[src/hw/rtl/hsp_pkg.sv]
// Shared types and constants for the puzzle-state shortest path block.
`default_nettype none

package hsp_pkg;

  localparam int unsigned IDX_W = 7;
  localparam int unsigned STACK_DEPTH = 16;
  localparam int unsigned SW = 4;

  typedef enum logic [4:0] {
    OP_IDLE,
    OP_BAD,
    OP_LOAD,
    OP_INIT,
    OP_JNEXT,
    OP_JREAD,
    OP_JLOAD,
    OP_KNEXT,
    OP_KREAD,
    OP_KUPD,
    OP_PSTART,
    OP_LREAD,
    OP_LLOAD,
    OP_FSTART,
    OP_FWRITE,
    OP_FLOAD,
    OP_EREAD,
    OP_EOUT
  } op_e;

  typedef enum logic [3:0] {
    ST_IDLE,
    ST_INIT,
    ST_JCHK,
    ST_JWAIT,
    ST_KSCAN,
    ST_KWAIT,
    ST_PATH,
    ST_LCHK,
    ST_LWAIT,
    ST_FCHK,
    ST_FWAIT,
    ST_ERD,
    ST_EOUT
  } state_e;

  typedef struct packed {
    op_e op;
  } cmd_t;

  typedef struct packed {
    logic bad_in;
    logic j_reached;
    logic j_last;
    logic k_last;
    logic joined;
    logic stop;
    logic has_pred_v;
    logic len_lt;
    logic pos_zero;
    logic i_last;
  } stat_t;

endpackage

`default_nettype wire

[src/hw/rtl/hanoi_state_shortest_path.sv]
// Top level of the shortest path search between two puzzle configurations.
//
// A request is taken at a rising clock edge with start_i high and busy_o low;
// start_state_i and goal_state_i are sampled then. If either index is out of
// range, one result with bad_request_o set follows in the next cycle.
// Otherwise the block runs relaxation sweeps over all state pairs: for each
// reached row it reads the row's distance and scans every pair of the row,
// reading and relaxing each joined pair, and it skips each row not yet
// reached. Sweeps repeat until one changes nothing, at most STATES - 1 sweeps
// in all. The path is then walked twice through the predecessor memory and
// emitted from the start state, each result marked by valid_o for a single
// cycle; last_o marks the goal. The receiver cannot stall the block.
// busy_o stays high from the request until the last result is on the ports.
// Reset returns the block to idle with no pending results.
`default_nettype none

module hanoi_state_shortest_path
  import hsp_pkg::*;
#(
  parameter int unsigned DISKS  = 4,
  parameter int unsigned PEGS   = 3,
  parameter int unsigned STATES = 81
) (
  input  wire logic             clk_i,
  input  wire logic             rst_ni,
  input  wire logic             start_i,
  input  wire logic [IDX_W-1:0] start_state_i,
  input  wire logic [IDX_W-1:0] goal_state_i,
  output logic                  busy_o,
  output logic                  valid_o,
  output logic      [IDX_W-1:0] path_state_o,
  output logic                  last_o,
  output logic                  bad_request_o
);

  cmd_t  cmd;
  stat_t stat;

  hsp_ctrl u_ctrl (
    .clk_i   (clk_i),
    .rst_ni  (rst_ni),
    .start_i (start_i),
    .stat_i  (stat),
    .cmd_o   (cmd),
    .busy_o  (busy_o)
  );

  hsp_dp #(.DISKS(DISKS), .PEGS(PEGS), .STATES(STATES)) u_dp (
    .clk_i         (clk_i),
    .rst_ni        (rst_ni),
    .cmd_i         (cmd),
    .start_state_i (start_state_i),
    .goal_state_i  (goal_state_i),
    .stat_o        (stat),
    .valid_o       (valid_o),
    .path_state_o  (path_state_o),
    .last_o        (last_o),
    .bad_request_o (bad_request_o)
  );

`ifndef SYNTHESIS
  a_bad_is_last: assert property (@(posedge clk_i) disable iff (!rst_ni)
    valid_o && bad_request_o |-> last_o)
    else $error("Rejected request result is not marked last.");

  a_last_when_idle: assert property (@(posedge clk_i) disable iff (!rst_ni)
    valid_o && last_o |-> !busy_o)
    else $error("Final result shown while the block is still busy.");

  a_request_answered: assert property (@(posedge clk_i) disable iff (!rst_ni)
    $past(rst_ni) && $past(start_i && !busy_o) |-> busy_o || (valid_o && bad_request_o))
    else $error("Accepted request neither started a search nor was rejected.");
`endif

endmodule

`default_nettype wire

[src/hw/rtl/hsp_ram.sv]
// Generic single-write, single-read RAM with registered read data.
`default_nettype none

module hsp_ram #(
  parameter int unsigned WIDTH = 8,
  parameter int unsigned DEPTH = 16
) (
  input  wire logic                     clk_i,
  input  wire logic                     we_i,
  input  wire logic [$clog2(DEPTH)-1:0] waddr_i,
  input  wire logic [WIDTH-1:0]         wdata_i,
  input  wire logic [$clog2(DEPTH)-1:0] raddr_i,
  output logic      [WIDTH-1:0]         rdata_o
);

  logic [WIDTH-1:0] mem [DEPTH];

  always_ff @(posedge clk_i) begin
    if (we_i) begin
      mem[waddr_i] <= wdata_i;
    end
    rdata_o <= mem[raddr_i];
  end

endmodule

`default_nettype wire

[src/hw/rtl/hsp_ctrl.sv]
// Controller state machine that sequences the relaxation sweeps and the path output.
`default_nettype none

module hsp_ctrl
  import hsp_pkg::*;
(
  input  wire logic  clk_i,
  input  wire logic  rst_ni,
  input  wire logic  start_i,
  input  wire stat_t stat_i,
  output cmd_t       cmd_o,
  output logic       busy_o
);

  state_e state_q, state_d;

  always_ff @(posedge clk_i or negedge rst_ni) begin
    if (!rst_ni) begin
      state_q <= ST_IDLE;
    end else begin
      state_q <= state_d;
    end
  end

  always_comb begin
    state_d = state_q;
    unique case (state_q)
      ST_IDLE: begin
        if (start_i && !stat_i.bad_in) state_d = ST_INIT;
      end
      ST_INIT: state_d = ST_JCHK;
      ST_JCHK: begin
        if (stat_i.j_reached) state_d = ST_JWAIT;
        else if (stat_i.j_last && stat_i.stop) state_d = ST_PATH;
      end
      ST_JWAIT: state_d = ST_KSCAN;
      ST_KSCAN: begin
        if (stat_i.joined) state_d = ST_KWAIT;
        else if (stat_i.k_last) state_d = (stat_i.j_last && stat_i.stop) ? ST_PATH : ST_JCHK;
      end
      ST_KWAIT: begin
        if (stat_i.k_last) state_d = (stat_i.j_last && stat_i.stop) ? ST_PATH : ST_JCHK;
        else state_d = ST_KSCAN;
      end
      ST_PATH: state_d = ST_LCHK;
      ST_LCHK: state_d = (stat_i.has_pred_v && stat_i.len_lt) ? ST_LWAIT : ST_FCHK;
      ST_LWAIT: state_d = ST_LCHK;
      ST_FCHK: begin
        if (stat_i.pos_zero) state_d = ST_ERD;
        else if (stat_i.has_pred_v) state_d = ST_FWAIT;
      end
      ST_FWAIT: state_d = ST_FCHK;
      ST_ERD: state_d = ST_EOUT;
      ST_EOUT: state_d = stat_i.i_last ? ST_IDLE : ST_ERD;
      default: state_d = ST_IDLE;
    endcase
  end

  always_comb begin
    cmd_o.op = OP_IDLE;
    unique case (state_q)
      ST_IDLE: begin
        if (start_i) cmd_o.op = stat_i.bad_in ? OP_BAD : OP_LOAD;
      end
      ST_INIT: cmd_o.op = OP_INIT;
      ST_JCHK: cmd_o.op = stat_i.j_reached ? OP_JREAD : OP_JNEXT;
      ST_JWAIT: cmd_o.op = OP_JLOAD;
      ST_KSCAN: cmd_o.op = stat_i.joined ? OP_KREAD : OP_KNEXT;
      ST_KWAIT: cmd_o.op = OP_KUPD;
      ST_PATH: cmd_o.op = OP_PSTART;
      ST_LCHK: cmd_o.op = (stat_i.has_pred_v && stat_i.len_lt) ? OP_LREAD : OP_FSTART;
      ST_LWAIT: cmd_o.op = OP_LLOAD;
      ST_FCHK: cmd_o.op = OP_FWRITE;
      ST_FWAIT: cmd_o.op = OP_FLOAD;
      ST_ERD: cmd_o.op = OP_EREAD;
      ST_EOUT: cmd_o.op = OP_EOUT;
      default: cmd_o.op = OP_IDLE;
    endcase
  end

  assign busy_o = (state_q != ST_IDLE);

endmodule

`default_nettype wire

[src/hw/rtl/hsp_dp.sv]
// Datapath with state counters, distance, predecessor and path memories, and output registers.
`default_nettype none

module hsp_dp
  import hsp_pkg::*;
#(
  parameter int unsigned DISKS  = 4,
  parameter int unsigned PEGS   = 3,
  parameter int unsigned STATES = 81
) (
  input  wire logic             clk_i,
  input  wire logic             rst_ni,
  input  wire cmd_t             cmd_i,
  input  wire logic [IDX_W-1:0] start_state_i,
  input  wire logic [IDX_W-1:0] goal_state_i,
  output stat_t                 stat_o,
  output logic                  valid_o,
  output logic      [IDX_W-1:0] path_state_o,
  output logic                  last_o,
  output logic                  bad_request_o
);

  localparam int unsigned AW = $clog2(STATES);
  localparam int unsigned PW = $clog2(PEGS);
  localparam int unsigned LW = $clog2(STATES + 1);

  typedef logic [DISKS-1:0][PW-1:0] dig_t;

  function automatic dig_t inc_digits(input dig_t x);
    dig_t r;
    logic c;
    r = x;
    c = 1'b1;
    for (int d = 0; d < DISKS; d++) begin
      if (c) begin
        if (x[d] == PW'(PEGS - 1)) begin
          r[d] = '0;
        end else begin
          r[d] = x[d] + PW'(1);
          c = 1'b0;
        end
      end
    end
    return r;
  endfunction

  logic [AW-1:0]     s_q, g_q, j_q, k_q, sweep_q, dj_q, v_q;
  dig_t              jd_q, kd_q;
  logic              changed_q;
  logic [STATES-1:0] reached_q, haspred_q;
  logic [LW-1:0]     len_q, pos_q;
  logic [SW-1:0]     i_q;

  logic [AW-1:0] dist_rdata, pred_rdata, stack_rdata, dist_raddr, dist_waddr, dist_wdata;
  logic          dist_we, pred_we, stack_we;
  logic [AW:0]   nd;
  logic          improve, upd, joined;
  logic [DISKS-1:0] diff, blk;

  always_comb begin
    for (int d = 0; d < DISKS; d++) begin
      diff[d] = (jd_q[d] != kd_q[d]);
      blk[d] = 1'b0;
      for (int e = 0; e < DISKS; e++) begin
        if (e < d && (jd_q[e] == jd_q[d] || kd_q[e] == kd_q[d])) blk[d] = 1'b1;
      end
    end
    joined = $onehot(diff) && !(|(diff & blk));
  end

  assign nd      = {1'b0, dj_q} + (AW + 1)'(1);
  assign improve = !reached_q[k_q] || (nd < {1'b0, dist_rdata});
  assign upd     = (cmd_i.op == OP_KUPD) && improve;

  assign stat_o.bad_in     = (32'(start_state_i) >= STATES) || (32'(goal_state_i) >= STATES);
  assign stat_o.j_reached  = reached_q[j_q];
  assign stat_o.j_last     = (j_q == AW'(STATES - 1));
  assign stat_o.k_last     = (k_q == AW'(STATES - 1));
  assign stat_o.joined     = joined;
  assign stat_o.stop       = !(changed_q || upd) || (sweep_q == AW'(STATES - 2));
  assign stat_o.has_pred_v = haspred_q[v_q];
  assign stat_o.len_lt     = (32'(len_q) < STATES);
  assign stat_o.pos_zero   = (pos_q == '0);
  assign stat_o.i_last     = (i_q == SW'(STACK_DEPTH - 1)) || (32'(i_q) + 1 == 32'(len_q));

  assign dist_raddr = (cmd_i.op == OP_JREAD) ? j_q : k_q;
  assign dist_we    = (cmd_i.op == OP_INIT) || upd;
  assign dist_waddr = (cmd_i.op == OP_INIT) ? s_q : k_q;
  assign dist_wdata = (cmd_i.op == OP_INIT) ? '0 : AW'(nd);
  assign pred_we    = upd;
  assign stack_we   = (cmd_i.op == OP_FWRITE) && (32'(pos_q) < STACK_DEPTH);

  hsp_ram #(.WIDTH(AW), .DEPTH(STATES)) u_dist (
    .clk_i   (clk_i),
    .we_i    (dist_we),
    .waddr_i (dist_waddr),
    .wdata_i (dist_wdata),
    .raddr_i (dist_raddr),
    .rdata_o (dist_rdata)
  );

  hsp_ram #(.WIDTH(AW), .DEPTH(STATES)) u_pred (
    .clk_i   (clk_i),
    .we_i    (pred_we),
    .waddr_i (k_q),
    .wdata_i (j_q),
    .raddr_i (v_q),
    .rdata_o (pred_rdata)
  );

  hsp_ram #(.WIDTH(AW), .DEPTH(STACK_DEPTH)) u_stack (
    .clk_i   (clk_i),
    .we_i    (stack_we),
    .waddr_i (SW'(pos_q)),
    .wdata_i (v_q),
    .raddr_i (i_q),
    .rdata_o (stack_rdata)
  );

  always_ff @(posedge clk_i or negedge rst_ni) begin
    if (!rst_ni) begin
      s_q <= '0; g_q <= '0; j_q <= '0; k_q <= '0; sweep_q <= '0; dj_q <= '0; v_q <= '0;
      jd_q <= '0; kd_q <= '0; changed_q <= 1'b0;
      reached_q <= '0; haspred_q <= '0;
      len_q <= '0; pos_q <= '0; i_q <= '0;
      valid_o <= 1'b0; path_state_o <= '0; last_o <= 1'b0; bad_request_o <= 1'b0;
    end else begin
      valid_o <= (cmd_i.op == OP_EOUT) || (cmd_i.op == OP_BAD);
      unique case (cmd_i.op)
        OP_BAD: begin
          path_state_o  <= '0;
          last_o        <= 1'b1;
          bad_request_o <= 1'b1;
        end
        OP_LOAD: begin
          s_q <= AW'(start_state_i);
          g_q <= AW'(goal_state_i);
          reached_q <= {{(STATES - 1){1'b0}}, 1'b1} << start_state_i;
          haspred_q <= '0;
          j_q <= '0; jd_q <= '0; k_q <= '0; kd_q <= '0;
          sweep_q <= '0; changed_q <= 1'b0;
        end
        OP_JNEXT, OP_KNEXT, OP_KUPD: begin
          if (upd) begin
            reached_q[k_q] <= 1'b1;
            haspred_q[k_q] <= 1'b1;
          end
          if (cmd_i.op == OP_JNEXT || stat_o.k_last) begin
            k_q <= '0;
            kd_q <= '0;
            if (stat_o.j_last) begin
              j_q <= '0;
              jd_q <= '0;
              sweep_q <= sweep_q + AW'(1);
              changed_q <= 1'b0;
            end else begin
              j_q <= j_q + AW'(1);
              jd_q <= inc_digits(jd_q);
              changed_q <= changed_q || upd;
            end
          end else begin
            k_q <= k_q + AW'(1);
            kd_q <= inc_digits(kd_q);
            changed_q <= changed_q || upd;
          end
        end
        OP_JLOAD: begin
          dj_q <= dist_rdata;
          k_q <= '0;
          kd_q <= '0;
        end
        OP_PSTART: begin
          v_q <= g_q;
          len_q <= LW'(1);
        end
        OP_LLOAD: begin
          v_q <= pred_rdata;
          len_q <= len_q + LW'(1);
        end
        OP_FSTART: begin
          v_q <= g_q;
          pos_q <= len_q - LW'(1);
          i_q <= '0;
        end
        OP_FWRITE: begin
          if (!stat_o.pos_zero && !haspred_q[v_q]) pos_q <= pos_q - LW'(1);
        end
        OP_FLOAD: begin
          v_q <= pred_rdata;
          pos_q <= pos_q - LW'(1);
        end
        OP_EOUT: begin
          path_state_o  <= IDX_W'(stack_rdata);
          last_o        <= (32'(i_q) + 1 == 32'(len_q));
          bad_request_o <= 1'b0;
          i_q <= i_q + SW'(1);
        end
        default: begin
        end
      endcase
    end
  end

endmodule

`default_nettype wire
[config.mk]
export PLATFORM = sky130hd
export DESIGN_NAME = hanoi_state_shortest_path
export DESIGN_NICKNAME = d
export VERILOG_FILES = /design/src/hw/rtl/hsp_pkg.sv /design/src/hw/rtl/hanoi_state_shortest_path.sv /design/src/hw/rtl/hsp_ram.sv /design/src/hw/rtl/hsp_ctrl.sv /design/src/hw/rtl/hsp_dp.sv
export SDC_FILE = /design/constraint.sdc
export NUM_CORES = 2
export LEC_CHECK = 0
export BUFFER_PORTS_ARGS = -buffer_cell sky130_fd_sc_hd__buf_2
export CAP_MARGIN = 15
export CELL_PAD_IN_SITES_DETAIL_PLACEMENT = 2
export CELL_PAD_IN_SITES_GLOBAL_PLACEMENT = 2
export CORE_ASPECT_RATIO = 1.2
export CORE_MARGIN = 2
export CORE_UTILIZATION = 47
export DETAILED_ROUTE_END_ITERATION = 12
export GPL_ROUTABILITY_DRIVEN = 0
export PLACE_DENSITY = 0.91
export SYNTH_ARGS = -nofsm -noshare
export SYNTH_HDL_FRONTEND = slang
export SYNTH_SLANG_ARGS = --single-unit
[constraint.sdc]
create_clock -name clk_i -period 5.4 [get_ports clk_i]
set_clock_uncertainty 0.1 [all_clocks]
set_input_delay 0.81 -clock clk_i [delete_from_list [all_inputs] [get_ports clk_i]]
set_output_delay 0.81 -clock clk_i [all_outputs]
set_load 0.05 [all_outputs]
==> metrics.cfg <==
[floorplan]
initial_core_util = 0.474
die_width_um = 342
core-area_sq_um = 136000
rows = 148
die_h_um = 409
dieArea_sq_um = 140000
num_io_pins = 28

[cells_and_area]
n_fill_cell = 12000
area_growth_pct = 12.8
drive_gt1_frac = 0.170
finish.cell_count_without_fillers = 6543
seqCellArea_sq_um = 44400
multi_input_area_sq_um = 18900
final_common_cell = edfxtp_1
mostFrequentLayoutCells = 1246 x edfxtp_1, 691 x nand2_1, 398 x nor2_1
nets = 4637
fin_area_sq_um = 72600
final_util = 0.535

[critical_path]
critPathMaxFanout = 36
crit_family = compound AO/OA/AOI/OAI gates
cp.arrival_ns = 6.14
critPathMaxStageDelay_ns = 0.80
cp_data_required_time_ns = 6.01
cp_cell_sequence = mux2i_1, a2111oi_0, nand3_1, a31o_1, nand3_4, buf_6, mux2i_4, clkbuf_16, mux2i_1, a32oi_1, a32oi_1, a21oi_1, a221oi_2, o221ai_1
cp_num_buf_inv = 2
critPathSlowestCell = a2111oi_0
critPathLaunchType = flop
critical_path_class = reg -> reg
cp-end-kind = flop

[global_route]
grt_max_degree = 147
grt_pass1_wl_um = 395000
antenna_found_initial = 26
grt_pass1_vias = 49900
grt_usage = 0.401
grt_overflow = 0

[min_path]
min_path_type = in -> reg

[cts]
insertion_delay_ns = 0.88
clk_pin_slew_worst_paths_ns = 0.08
clkSinkCount = 1527
root_buffer = clkbuf_16
cts_tree = yes
cts_made_buffers = 154
htreeDepth = 4
cts_buffer_depth = 3

[synthesis]
ys_seq_area_frac = 0.689
synth_edf_count = 1246
synth.distinct_cells = 73
syn_nets = 4569
synth_flop_cell = edfxtp_1
synth_top_cell_by_area = edfxtp_1
ys_warn_count = 0
synth.area.top_cells = edfxtp_1 58%, dfrtp_1 10%, mux4_2 8.2%
synth_top_area_frac = 0.581
syn_inst = 4533
ys_ff_latch = 1527
async_flop_share = 0.170
synth_area_sq_um = 64300
syn-mean-instance-area_sq_um = 14.2

[place]
dp_hpwl_um = 159000
dpl_cell_area_sq_um = 66800
portBuffers = 27
preCtsSetupSlack_ns = 0.201
dp.cells = 6215

[pwr]
pwr-share-seq = 0.517
combPwrFrac = 0.008
p_total_mw = 24.5
power_frac_clock = 0.475
intPower_mw = 18.9
netSwitchingFraction = 0.227
power.switching_mw = 5.56
ir_worst_vdd_mv = 0.343
power.leakage_nw = 25.0
power_per_cell_area_nw_per_um2 = 337

[timing]
setup_viol = 38
worst_slew_pin_slew_ns = 1.30
rsz0062_at_grt = yes
period_needed_ns = 5.53
setup_slack_ns = -0.133
relSlewSlack = 0.127
period_share = 1.02
hold_viol = 0
clock.fmax_ghz = 0.181
maxSlewViolCount = 0

[route]
ant_nets = 0
firstDrtPassIters = 9
wire_per_inst_um = 44.8
drc_errors = 0
vias = 48200
wl_um = 293000
drtIter0Drc = 7271
post_drt_via_cell_ratio = 7.36

[job]
max_cap_viol_count = 0

[status]
status = complete, but fails checks
violations = negative setup slack

-- sequential cells by signal (all words and copies together), names as in the netlist, 8 cells and up --
name	flops
u_dp.jd_q	8
u_dp.u_stack.mem	112
u_dp.u_dist.mem	567
u_dp.u_pred.mem	567
u_dp.reached_q	81
u_dp.kd_q	8
u_dp.haspred_q	81
-- cell families after synthesis --
logic type	after synthesis	synth area share
flops	1527	0.689
simple gates	1516	0.0998
compound gates	683	0.0650
mux	432	0.115
buf+inv	312	0.0217
xor+xnor	44	0.00599
fa+ha+maj	19	0.00381
-- cells in the mapped netlist (all sizes together), types with 4 or more instances --
cell	instances
a21o	4
buf	121
inv	28
a31oi	42
a22oi	22
nand2b	16
nor4	5
dfxtp	21
nor3b	9
a221oi	31
nor2	439
and3	39
a211oi	13
o31ai	15
o22ai	19
a2111oi	7
nor2b	19
nand3b	12
a22o	20
a211o	4
o221ai	9
nand3	195
a32oi	36
o21ai	186
or3	6
nor3	34
mux2i	153
nand2	697
mux4	234
mux2	45
and2	16
clkbuf	163
o211ai	11
ha	18
a21oi	234
xor2	31
dfrtp	260
nand4	21
xnor2	13
o21a	7
edfxtp	1246
-- cell type report --
| class | instances | area share |
|---|---|---|
| antenna | 14 | 0.000483 |
| timing repair buffer | 195 | 0.0242 |
| multi-input combinational | 2695 | 0.261 |
| clock buffer | 210 | 0.0596 |
| sequential | 1527 | 0.612 |
| inverter | 28 | 0.00150 |
| tap | 1800 | 0.0310 |
| clock inverter | 74 | 0.0108 |
-- power groups by stage --
stage	clock, mW	combinational, mW	sequential, mW
floorplan	0	0.0700	12.9
global placement	0	0.158	12.9
detailed placement	0	0.177	12.9
CTS	11.4	0.190	12.6
global route	11.9	0.210	12.6
finish	11.6	0.199	12.6
-- routing by layer --
metal / part of all wire / global-route usage / wire, um
met5: 0.0013 / 0.00243 / 368
met3: 0.11 / 0.111 / 31900
met1: 0.32 / 0.452 / 94300
met4: 0.10 / 0.294 / 30400
met2: 0.46 / 0.652 / 136000
-- stage by stage --
stage | hold WS, ns | setup TNS, ns
after floorplan | 0.327 | 0
after global placement | 0.330 | 0
after detailed placement | 0.358 | 0
after CTS | 0.140 | 0
after global routing | 0.150 | -6.94
final | 0.160 | -1.43
-- final timing paths --
kind	from	end	slack (ns)	cells after the start
worst max-delay path	u_dp.j_q[1]$_DFFE_PN0P_	u_dp.u_dist.rdata_o[2]$_DFF_P_	-0.13	14
worst min-delay path	goal_state_i[0]	u_dp.g_q[0]$_DFFE_PN0P_	0.16	2
worst max register to register	u_dp.j_q[1]$_DFFE_PN0P_	u_dp.u_dist.rdata_o[2]$_DFF_P_	-0.13	14
worst min register to register	u_dp.u_stack.rdata_o[5]$_DFF_P_	u_dp.path_state_o[5]$_DFFE_PN0P_	0.38	1
max in group asynchronous	rst_ni	u_dp.j_q[1]$_DFFE_PN0P_	3.49	3
min in group asynchronous	rst_ni	u_dp.haspred_q[79]$_DFFE_PN0P_	0.48	2
-- repair_timing --
item,in CTS,in global routing
gates resized for setup,2,70
cloned,0,3
hold buffers,1,0
pin swaps,0,3
hold endpoints to repair,65,0
endpoints found under the setup margin,13,533
setup buffers,2,14
Note: power is estimated with default switching activity, not from simulation.
